`src/rtl/tpad_pkg.sv`:
```
`default_nettype none

package tpad_pkg;

  localparam int ANGLE_W   = 19;
  localparam int TICK_W    = 16;
  localparam int COUNT_W   = 8;
  localparam int PULSE_W   = 4;
  localparam int CFG_IDX_W = 3;
  localparam int CFG_W     = 19;
  localparam int PROD_W    = 35;

  localparam logic [PULSE_W-1:0] PULSE_TICKS    = 4'd10;
  localparam logic [PROD_W-1:0]  FULL_TURN_MDEG = 35'd360000;
  localparam logic [TICK_W-1:0]  TICK_MAX       = 16'hFFFF;
  localparam logic [ANGLE_W-1:0] ANGLE_MAX      = 19'h7FFFF;
  localparam logic [COUNT_W-1:0] COUNT_MAX      = 8'hFF;

  localparam logic [CFG_IDX_W-1:0] CFG_ALPHA_MIN     = 3'd0;
  localparam logic [CFG_IDX_W-1:0] CFG_ALPHA_MAX     = 3'd1;
  localparam logic [CFG_IDX_W-1:0] CFG_INITIAL_ANGLE = 3'd2;
  localparam logic [CFG_IDX_W-1:0] CFG_MAINS_PERIOD  = 3'd3;
  localparam logic [CFG_IDX_W-1:0] CFG_ENABLE_CROSS  = 3'd4;
  localparam logic [CFG_IDX_W-1:0] CFG_CYCLE_CROSS   = 3'd5;
  localparam logic [CFG_IDX_W-1:0] CFG_ADJUST_INTVL  = 3'd6;

  localparam logic [ANGLE_W-1:0] ALPHA_MIN_RESET     = 19'd10000;
  localparam logic [ANGLE_W-1:0] ALPHA_MAX_RESET     = 19'd160000;
  localparam logic [ANGLE_W-1:0] INITIAL_ANGLE_RESET = 19'd36000;
  localparam logic [TICK_W-1:0]  MAINS_PERIOD_RESET  = 16'd20000;
  localparam logic [COUNT_W-1:0] ENABLE_CROSS_RESET  = 8'd100;
  localparam logic [COUNT_W-1:0] CYCLE_CROSS_RESET   = 8'd200;
  localparam logic [TICK_W-1:0]  ADJUST_INTVL_RESET  = 16'd100;

  typedef struct packed {
    logic zc_level;
    logic zc_irq_level;
    logic button_up;
    logic button_down;
  } in_word_t;

  typedef struct packed {
    logic               gate;
    logic               firing_enabled;
    logic [ANGLE_W-1:0] angle_mdeg;
  } out_word_t;

endpackage

`default_nettype wire

```
`src/rtl/triac_phase_angle_dimmer_top.sv`:
```
// Channel  Direction  Handshake           Word
// in       input      in_valid/in_stall   in_word_t: zc_level, zc_irq_level, buttons
// out      output     out_valid/out_stall out_word_t: gate, firing_enabled, angle_mdeg
// cfg      input      cfg_we              cfg_index, cfg_data
//
// One word per cycle is sustained while the output is not stalled; each word
// is held in the input register and processed on its move to the output register.
// The firing test is one 16 by 19 bit multiply and a 35 bit compare per word.
// Reset is synchronous; it restores the config, state and angle, not the word data.
// A stall on the output holds both stages; the input stalls only when both are full.

`default_nettype none

module triac_phase_angle_dimmer_top
  import tpad_pkg::*;
(
  input  wire                        clk,
  input  wire                        rst,
  input  wire                        in_valid,
  output logic                       in_stall,
  input  wire in_word_t              in_word,
  output logic                       out_valid,
  input  wire                        out_stall,
  output out_word_t                  out_word,
  input  wire                        cfg_we,
  input  wire logic [CFG_IDX_W-1:0]  cfg_index,
  input  wire logic [CFG_W-1:0]      cfg_data
);

  logic [ANGLE_W-1:0] alpha_min_mdeg;
  logic [ANGLE_W-1:0] alpha_max_mdeg;
  logic [TICK_W-1:0]  mains_period_us;
  logic [COUNT_W-1:0] enable_crossings;
  logic [COUNT_W-1:0] cycle_crossings;
  logic [TICK_W-1:0]  adjust_interval;

  logic               stage_valid;
  in_word_t           stage_word;
  logic               advance;
  logic               load_stage;

  logic [TICK_W-1:0]  elapsed_ticks;
  logic [PROD_W-1:0]  elapsed_scaled;
  logic               fired_flag;
  logic               last_zc;
  logic               last_irq;
  logic [PULSE_W-1:0] pulse_left;
  logic [COUNT_W-1:0] crossing_count;
  logic [ANGLE_W-1:0] angle;
  logic [TICK_W-1:0]  adjust_timer;

  logic [TICK_W-1:0]  elapsed_ticks_next;
  logic [PROD_W-1:0]  elapsed_scaled_next;
  logic               fired_flag_next;
  logic               last_zc_next;
  logic [PULSE_W-1:0] pulse_left_next;
  logic [COUNT_W-1:0] crossing_count_next;
  logic [ANGLE_W-1:0] angle_next;
  logic [TICK_W-1:0]  adjust_timer_next;

  logic [COUNT_W-1:0] count_inc;
  logic               enabled;
  logic               restart;
  logic               fired_mid;
  logic [PROD_W-1:0]  scaled_mid;
  logic [PROD_W-1:0]  threshold;
  logic               fire;
  logic [PULSE_W-1:0] pulse_mid;
  logic               gate;
  logic               clear_timer;
  logic [TICK_W-1:0]  elapsed_mid;
  logic [PROD_W-1:0]  scaled_clr;
  logic [TICK_W-1:0]  adjust_inc;

  assign advance    = !out_valid || !out_stall;
  assign load_stage = advance || !stage_valid;
  assign in_stall   = !load_stage;

  // The initial angle only matters at reset, which also restores its default,
  // so a write to it has no lasting effect and is not stored.
  always_ff @(posedge clk) begin
    if (rst) begin
      alpha_min_mdeg   <= ALPHA_MIN_RESET;
      alpha_max_mdeg   <= ALPHA_MAX_RESET;
      mains_period_us  <= MAINS_PERIOD_RESET;
      enable_crossings <= ENABLE_CROSS_RESET;
      cycle_crossings  <= CYCLE_CROSS_RESET;
      adjust_interval  <= ADJUST_INTVL_RESET;
    end else if (cfg_we) begin
      unique case (cfg_index)
        CFG_ALPHA_MIN:     alpha_min_mdeg   <= cfg_data[ANGLE_W-1:0];
        CFG_ALPHA_MAX:     alpha_max_mdeg   <= cfg_data[ANGLE_W-1:0];
        CFG_INITIAL_ANGLE: ;
        CFG_MAINS_PERIOD:  mains_period_us  <= cfg_data[TICK_W-1:0];
        CFG_ENABLE_CROSS:  enable_crossings <= cfg_data[COUNT_W-1:0];
        CFG_CYCLE_CROSS:   cycle_crossings  <= cfg_data[COUNT_W-1:0];
        CFG_ADJUST_INTVL:  adjust_interval  <= cfg_data[TICK_W-1:0];
        default:           ;
      endcase
    end
  end

  always_comb begin
    count_inc = crossing_count;
    if (stage_word.zc_irq_level && !last_irq && crossing_count != COUNT_MAX) begin
      count_inc = crossing_count + 8'd1;
    end
    enabled = (count_inc <= enable_crossings);
    crossing_count_next = count_inc;
    if (!enabled && count_inc > cycle_crossings) begin
      crossing_count_next = '0;
    end

    last_zc_next = last_zc;
    restart      = 1'b0;
    if (enabled) begin
      if (!stage_word.zc_level) begin
        last_zc_next = 1'b0;
      end else if (!last_zc) begin
        last_zc_next = 1'b1;
        restart      = 1'b1;
      end
    end
    fired_mid  = restart ? 1'b0 : fired_flag;
    scaled_mid = restart ? '0 : elapsed_scaled;

    threshold = PROD_W'(mains_period_us) * PROD_W'(angle);
    fire      = enabled && !fired_mid && (scaled_mid >= threshold);
    fired_flag_next = fire ? 1'b1 : fired_mid;

    pulse_mid       = fire ? PULSE_TICKS : pulse_left;
    gate            = (pulse_mid != '0);
    pulse_left_next = gate ? pulse_mid - 4'd1 : pulse_mid;

    clear_timer = restart || fire;
    elapsed_mid = clear_timer ? '0 : elapsed_ticks;
    scaled_clr  = clear_timer ? '0 : elapsed_scaled;
    if (elapsed_mid != TICK_MAX) begin
      elapsed_ticks_next  = elapsed_mid + 16'd1;
      elapsed_scaled_next = scaled_clr + FULL_TURN_MDEG;
    end else begin
      elapsed_ticks_next  = elapsed_mid;
      elapsed_scaled_next = scaled_clr;
    end

    adjust_inc        = adjust_timer + 16'd1;
    adjust_timer_next = '0;
    angle_next        = angle;
    if (stage_word.button_up != stage_word.button_down) begin
      adjust_timer_next = adjust_inc;
      if (adjust_inc >= adjust_interval) begin
        adjust_timer_next = '0;
        if (stage_word.button_up) begin
          if (angle <= alpha_max_mdeg && angle != ANGLE_MAX) begin
            angle_next = angle + 19'd1;
          end
        end else begin
          if (angle >= alpha_min_mdeg && angle != '0) begin
            angle_next = angle - 19'd1;
          end
        end
      end
    end
  end

  always_ff @(posedge clk) begin
    if (rst) begin
      stage_valid    <= 1'b0;
      out_valid      <= 1'b0;
      elapsed_ticks  <= '0;
      elapsed_scaled <= '0;
      fired_flag     <= 1'b0;
      last_zc        <= 1'b1;
      last_irq       <= 1'b0;
      pulse_left     <= '0;
      crossing_count <= '0;
      angle          <= INITIAL_ANGLE_RESET;
      adjust_timer   <= '0;
    end else begin
      if (load_stage) begin
        stage_valid <= in_valid;
      end
      if (advance) begin
        out_valid <= stage_valid;
        if (stage_valid) begin
          elapsed_ticks  <= elapsed_ticks_next;
          elapsed_scaled <= elapsed_scaled_next;
          fired_flag     <= fired_flag_next;
          last_zc        <= last_zc_next;
          last_irq       <= stage_word.zc_irq_level;
          pulse_left     <= pulse_left_next;
          crossing_count <= crossing_count_next;
          angle          <= angle_next;
          adjust_timer   <= adjust_timer_next;
        end
      end
    end
  end

  always_ff @(posedge clk) begin
    if (load_stage) begin
      stage_word <= in_word;
    end
    if (advance && stage_valid) begin
      out_word.gate           <= gate;
      out_word.firing_enabled <= enabled;
      out_word.angle_mdeg     <= angle_next;
    end
  end

  // The scaled timer must always track the tick count times a full turn.
  a_scaled_tracks: assert property (@(posedge clk) disable iff (rst)
    elapsed_scaled == PROD_W'(elapsed_ticks) * FULL_TURN_MDEG)
    else $error("scaled elapsed timer out of step with tick count");

  a_pulse_bound: assert property (@(posedge clk) disable iff (rst)
    pulse_left < PULSE_TICKS)
    else $error("gate pulse counter above its length");

  // A new firing always leaves the rest of a full pulse to run.
  a_fire_starts_pulse: assert property (@(posedge clk) disable iff (rst)
    $rose(fired_flag) |-> pulse_left == PULSE_TICKS - 4'd1)
    else $error("firing did not start a full gate pulse");

endmodule

`default_nettype wire
```
`config.mk`:
```
export PLATFORM = sky130hd
export DESIGN_NAME = triac_phase_angle_dimmer_top
export DESIGN_NICKNAME = d
export VERILOG_FILES = /design/src/rtl/tpad_pkg.sv /design/src/rtl/triac_phase_angle_dimmer_top.sv
export SDC_FILE = /design/constraint.sdc
export NUM_CORES = 1
export LEC_CHECK = 0
export ABC_AREA = 1
export BUFFER_PORTS_ARGS = -buffer_cell sky130_fd_sc_hd__buf_2
export CAP_MARGIN = 40
export CORE_ASPECT_RATIO = 1.2
export CORE_MARGIN = 2
export CORE_UTILIZATION = 60
export CTS_BUF_LIST = sky130_fd_sc_hd__clkbuf_4 sky130_fd_sc_hd__clkbuf_8
export DETAILED_ROUTE_END_ITERATION = 8
export GPL_ROUTABILITY_DRIVEN = 0
export PLACE_DENSITY = 0.85
export SLEW_MARGIN = 20
export SYNTH_ARGS = -nofsm -noshare
export SYNTH_HDL_FRONTEND = slang
export SYNTH_SLANG_ARGS = --single-unit
```
`constraint.sdc`:
```
create_clock -name clk -period 12.6 [get_ports clk]
set_input_delay 0.63 -clock clk [delete_from_list [all_inputs] [get_ports clk]]
set_output_delay 0.63 -clock clk [all_outputs]
set_load 0.05 [all_outputs]
```
==> out/metrics.yaml, run 1 <==
cts:
  htreeDepth: 1
  cts_buffers: 31
  clockRootBuffer: "clkbuf_8"
  cts.sinks: 208
  clock_tree.buffer_depth: 3
  clkTransAtPathRegs_ns: 0.07
  cts_tree: "built"
  cts-hold-fix-buffers: 0
  post_cts_resized: 0
  cts_setup_buffers: 0
  clkLatencyLatePin_ns: 0.64
timing:
  fmax_mhz: 97.4
  rsz0062_at_grt: "no"
  hold_viol: 0
  tightest_slew_ns: 0.936
  finalSetupTns_ns: 0
  slew_headroom_pct: 37.5
  fin_worst_skew_ns: 0.0416
  period_needed_ns: 10.27
  setup_slack_ns: 2.33
  setup_viol: 0
  fin_crit_sh_pct: 81.5
  finalMaxSlewViolations: 0
cells_and_area:
  nFillCells: 3256
  num-nets-final: 3708
  multi_input_area_um2: 15600
  layout-drive-gt1-share_pct: 6.37
  area_delta_synth_final_pct: 6.33
  final_util_pct: 64.3
  register_area_um2: 4410
pwr:
  finalPower_w: 0.00363
  power_per_cell_area_nw_per_um2: 146
  ir_worst_vdd_mv: 0.135
  leakage_nw: 13.0
setup_path:
  cpLargestDelayFamily: "adder cells"
  path_common_cell: "nand2_1"
  arrival_ns: 10.81
  crit_fanout: 54
  worstSetupStartpointType: "flop"
  crit_type: "reg -> reg"
  worstPathRequired_ns: 13.14
  crit_slowest_cell: "dfxtp_1"
  end_kind: "flop"
  cpPeakStageDelay_ns: 0.93
  path_buf_inv: 4
drt:
  final_antenna_net_count: 0
  wl_per_cell_um: 16.2
  route.detailed.drc: 0
  firstDrtPassIters: 6
  routed_wl_um: 60600
  vias: 20900
  vias_per_cell: 5.60
  dr.first_iter.drc_count: 1863
grt:
  antenna_found_initial: 1
  track_usage_pct: 31.0
  grt_pass1_wl_um: 101000
  grt_max_degree: 87
  grt_pass1_vias: 20900
  grt-ovfl-total: 0
floorplan:
  pin_count: 54
  die_height_um: 220
  start_util_pct: 60.5
  die-area_um2: 40400
  dieWidth_um: 184
  core_um2: 38500
  rows: 79
yosys:
  ys_top_cells_by_area: "fa_1 20%, dfxtp_1 16%, nand2_1 12%"
  ys_warn_count: 0
  synth_cells: 3232
  yosys.area.top_type: "fa_1"
  ys_seq_area_share_pct: 18.9
  post_synth_num_cell_types: 65
  synth_area_um2: 23300
  synth_top_area_share_pct: 20.3
  ys_seq_elements: 208
  syn_area_per_cell_um2: 7.21
  syn_nets: 3713
outcome:
  status: "finished, final reports clean"
placed_design:
  dpl.hpwl_um: 45700
  place_worst_setup_slack_ns: 2.46
  io_buffers: 53
min_path:
  hold_class: "in -> reg"
job:
  maxCapViolations: 0
-- per-stage QoR --
step	area [um^2]	cells	hold WS, ns
6_report	24800	3738	0.197
3_5_place_dp	24000	3672	0.453
5_1_grt	24800	3737	0.183
3_3_place_gp	23800	3662	0.451
2_1_floorplan	23300	3232	0.435
4_1_cts	24700	3729	0.173
-- power by group --
group	internal [W]	switching, W	total, W	leakage, nW
Sequential	0.000705	0.0000327	0.000737	1.73
Combinational	0.000818	0.00144	0.00226	10.9
Clock	0.000346	0.000287	0.000633	0.368
Total	0.00187	0.00176	0.00363	13.0
-- cells in the final DEF (no fill, tap or decap), types with 5 or more instances in the layout --
cell type  instances
xor2_1            42
a22oi_1            9
nand2_1          722
nand3_2            6
o21a_1             5
nor2_1           225
o211ai_1          23
buf_2             53
nor2_2            10
nor4_1             7
clkbuf_8          38
dfxtp_1          183
fa_1             236
inv_2              7
nand4_1           43
nand4_2            5
a21oi_1          215
o21ai_0          143
nand3_1          134
buf_8             12
inv_1            703
edfxtp_1          25
clkbuf_4          10
ha_1             214
buf_4             27
nor3_1            24
xnor2_1           31
o21ai_1           16
nand2_2            6
o21bai_1           5
-- cell type report --
cell class / instances / area share, %
tap: 486 / 2.45
sequential: 208 / 17.8
antenna: 1 / 0.0101
clock inverter: 9 / 0.439
timing repair buffer: 97 / 2.98
clock buffer: 48 / 2.41
multi-input combinational: 2178 / 63.1
inverter: 711 / 10.8
-- registers in the layout (all words and copies together), names as in the netlist, 16 cells and up --
register and count:
alpha_max_mdeg 19, elapsed_scaled 29, adjust_interval 16, angle 19
mains_period_us 16, adjust_timer 16, elapsed_ticks 16, alpha_min_mdeg 19
out_word 21
-- cell usage after synthesis (all sizes together) --
| cell | instances |
|---|---|
| clkbuf | 96 |
| ha | 214 |
| o2111ai | 1 |
| o21a | 5 |
| o311ai | 1 |
| inv | 710 |
| a211o | 1 |
| o211ai | 24 |
| nor4 | 7 |
| and2 | 2 |
| a31o | 1 |
| o21bai | 5 |
| a22oi | 9 |
| xnor2 | 31 |
| a31oi | 3 |
| o31ai | 3 |
| a21oi | 215 |
| nand3b | 3 |
| o221ai | 2 |
| a21boi | 7 |
| o22ai | 1 |
| edfxtp | 25 |
| a211oi | 3 |
| a21o | 3 |
| nand3 | 141 |
| nor3 | 25 |
| nor2 | 239 |
| clkinv | 1 |
| a221oi | 1 |
| nor3b | 2 |
| nand4 | 50 |
| and3 | 2 |
| dfxtp | 183 |
| o41ai | 1 |
| o32ai | 1 |
| o21ai | 161 |
| mux2 | 1 |
| or2 | 2 |
| fa | 236 |
| buf | 39 |
| nand2 | 733 |
| xor2 | 42 |
-- worst paths after layout --
path / startpoint / to / slack (ns) / cells past startpoint
worst max-delay path: mains_period_us[1]$_SDFFE_PP0P_ / elapsed_ticks[5]$_SDFFE_PP0P_ / 2.33 / 41
worst min-delay path: in_word[2] / stage_word[2]$_DFFE_PN_ / 0.20 / 1
worst max register to register: mains_period_us[1]$_SDFFE_PP0P_ / elapsed_ticks[5]$_SDFFE_PP0P_ / 2.33 / 41
worst min register to register: alpha_min_mdeg[16]$_SDFFE_PP0P_ / alpha_min_mdeg[16]$_SDFFE_PP0P_ / 0.46 / 2
-- metal layers --
layer | share of wire [%] | wire length [um] | up-vias | track usage, %
li1 | - | - | 9965 | -
met1 | 38 | 23100 | 9742 | 37.1
met2 | 48 | 29300 | 983 | 54.4
met3 | 8.3 | 5040 | 240 | 4.38
met4 | 5.1 | 3060 | 0 | 15.6
met5 | 0 | 0 | - | 0
-- logic make-up after synthesis --
logic type	synth area share (%)
and+or+nand+nor	22.0
buffers and inverters	14.0
adders and majority gates	31.8
AOI/OAI and AO/OA	10.5
DFF	18.9
xor gates and xnor gates	2.74
muxes	0.0483
No activity file was read; power rests on OpenSTA's default activity.
==> run 2, diff against run 1 <==
--- a/config.mk
+++ b/config.mk
@@ -14,7 +14,7 @@
 export CTS_BUF_LIST = sky130_fd_sc_hd__clkbuf_4 sky130_fd_sc_hd__clkbuf_8
 export DETAILED_ROUTE_END_ITERATION = 8
 export GPL_ROUTABILITY_DRIVEN = 0
-export PLACE_DENSITY = 0.85
+export PLACE_DENSITY = 0.88
 export SLEW_MARGIN = 20
 export SYNTH_ARGS = -nofsm -noshare
 export SYNTH_HDL_FRONTEND = slang
==> constraint.sdc (replaced) <==
create_clock -name clk -period 8.61 [get_ports clk]
set_input_delay 0.4305 -clock clk [delete_from_list [all_inputs] [get_ports clk]]
set_output_delay 0.4305 -clock clk [all_outputs]
set_load 0.05 [all_outputs]
==> out/metrics.yaml, run 2 (synthesized netlist as in run 1, its figures left out) <==
cells_and_area:
  nFillCells: 2719  # -16%
  stdcell_count: 3839  # +2.7%
  final_common_cell: "nand2_1"
  area_delta_synth_final_pct: 13.1
  reg_top3: "elapsed_scaled: 29 flops, out_word: 21 flops"
  layout-drive-gt1-share_pct: 13.4  # +7.0 points
  layout_common_cells: "706 x nand2_1, 695 x inv_1, 223 x fa_1"
  largest_register_ff_count: 29  # unchanged
  regMostFlops: "elapsed_scaled"
  num-nets-final: 3807  # +2.7%
timing:
  setup_slack_ns: -0.00116  # -2.33 ns
  timing.hold.ws_ns: 0.0328  # -0.164 ns
  finalMaxSlewViolations: 0  # unchanged
  period_needed_ns: 8.61  # -1.66 ns
  tightest_slew_ns: 0.870  # -0.0656 ns
  fmax_mhz: 116  # +19%
  fin_worst_skew_ns: 0.0320  # -0.00958 ns
  setup_viol: 1  # +1
  slew_headroom_pct: 42.0  # +4.5 points
  fin_crit_sh_pct: 100  # +19 points
  hold_viol: 0  # unchanged
pwr:
  finalPower_w: 0.00641  # +77%
  power_per_cell_area_nw_per_um2: 243  # +66%
  leakage_nw: 13.6  # +4.7%
  ir_worst_vdd_mv: 0.365  # +170%
cts:
  clkTransAtPathRegs_ns: 0.08  # about the same
  cts_buffers: 35  # +13%
  clockRootBuffer: "clkbuf_8"
  htreeDepth: 2  # +1
  clkLatencyLatePin_ns: 0.59  # -0.05 ns
  clock_tree.buffer_depth: 3  # unchanged
  cts.sinks: 208  # unchanged
  cts_tree: "built"
setup_path:
  worstPathRequired_ns: 9.11  # -4.03 ns
  worstSetupStartpointType: "flop"
  crit_fanout: 6  # -89%
  cpLargestDelayFamily: "adder cells"
  arrival_ns: 9.11  # -1.70 ns
  crit_slowest_cell: "fa_1"
  crit_start: "angle[9]$_SDFFE_PP0P_"
  crit_type: "reg -> reg"
  path_common_cell: "inv_1"
  cpPeakStageDelay_ns: 0.55  # -0.38 ns
  path_buf_inv: 8  # +4
  r2r-start: "angle[9]$_SDFFE_PP0P_"
  end_kind: "flop"
floorplan:
  die-area_um2: 40400  # unchanged
  die_height_um: 220  # unchanged
  pin_count: 54  # unchanged
  dieWidth_um: 184  # unchanged
  start_util_pct: 60.5  # unchanged
  rows: 79  # unchanged
  core_um2: 38500  # unchanged
drt:
  vias_per_cell: 5.92  # +5.7%
  dr.first_iter.drc_count: 2661  # +43%
  wl_per_cell_um: 18.5  # +14%
  vias: 22700  # +8.6%
  firstDrtPassIters: 7  # +1
  routed_wl_um: 71000  # +17%
  final_antenna_net_count: 0  # unchanged
  route.detailed.drc: 0  # unchanged
grt:
  grt_pass1_vias: 22000  # +5.0%
  grt_pass1_wl_um: 105000  # +3.4%
  grt_max_degree: 92  # +5.7%
  antenna_found_initial: 2  # +1
  track_usage_pct: 32.3  # +1.3 points
  grt-ovfl-total: 0  # unchanged
job:
  maxCapViolations: 0  # unchanged
placed_design:
  io_buffers: 53  # unchanged
  dpl.hpwl_um: 48500  # +6.0%
  place_inst: 3742  # +1.9%
outcome:
  status: "finished with violations"
  violations: "negative setup slack"
min_path:
  hold_class: "in -> reg"
  hold_path_startpoint: "in_word[0]"
-- run 2: cell count changes in the layout (fill, tap and decap cells not counted), moves of 15 or more --
cell,change
ha_4,+18
dfxtp_1,-32
ha_1,-19
a21oi_2,+15
nand2_1,-16
buf_6,+16
dfxtp_4,+22
a21oi_1,-17
buf_4,+77
-- run 2: metrics by stage --
step                      utilization, %  TNS (ns)  instance area (um^2)  setup slack [ns]
final                               68.4  -0.00116                 26400          -0.00116
after global routing                68.4    -10.09                 26400            -0.366
after CTS                           65.6         0                 25300           0.00439
after detailed placement            63.5     -1.45                 24500            -0.142
after global placement              63.5         0                 24500             0.110
after floorplan                        -         0                 23300            0.0180
-- run 2: repair_timing --
action                     CTS  global route
pin swaps                    3            94
resized for setup           26           195
hold buffers                 0             0
setup buffers                0            29
gates cloned                 0             2
hold endpoints to repair     0             0
setup endpoints to repair   28            48
-- run 2: per-layer routing --
metal / wire, um / track usage, % / up-vias
li1: - / - / 10200
met1: 23800 / 37.0 / 10400
met2: 34000 / 56.7 / 1567
met3: 7440 / 5.02 / 536
met4: 5780 / 19.7 / 2
met5: 13 / 0 / -
-- run 2: worst paths after layout --
check / to / slack [ns] / depth (start not counted)
worst min register to register: adjust_interval[13]$_SDFFE_PP0P_ / 0.46 / 2
worst max-delay path: elapsed_ticks[1]$_SDFFE_PP0P_ / -0.001 / 46
worst max register to register: elapsed_ticks[1]$_SDFFE_PP0P_ / -0.001 / 46
worst min-delay path: stage_word[0]$_DFFE_PN_ / 0.03 / 1
-- run 2: layout make-up --
class | instances | area [um^2] | share of cell area [%]
sequential | 208 | 4510 | 17.1
inverter | 711 | 2670 | 10.1
multi-input combinational | 2178 | 16200 | 61.6
clock inverter | 12 | 103 | 0.389
antenna | 1 | 2.50 | 0.00949
tap | 486 | 608 | 2.31
clock buffer | 51 | 639 | 2.43
timing repair buffer | 192 | 1590 | 6.02
-- run 2: where the power goes --
part | leakage, nW | switching (W) | internal [W]
clock network | 0.397 | 0.000458 | 0.000516
registers | 1.74 | 0.0000436 | 0.00103
logic | 11.4 | 0.00265 | 0.00171
total | 13.6 | 0.00316 | 0.00326
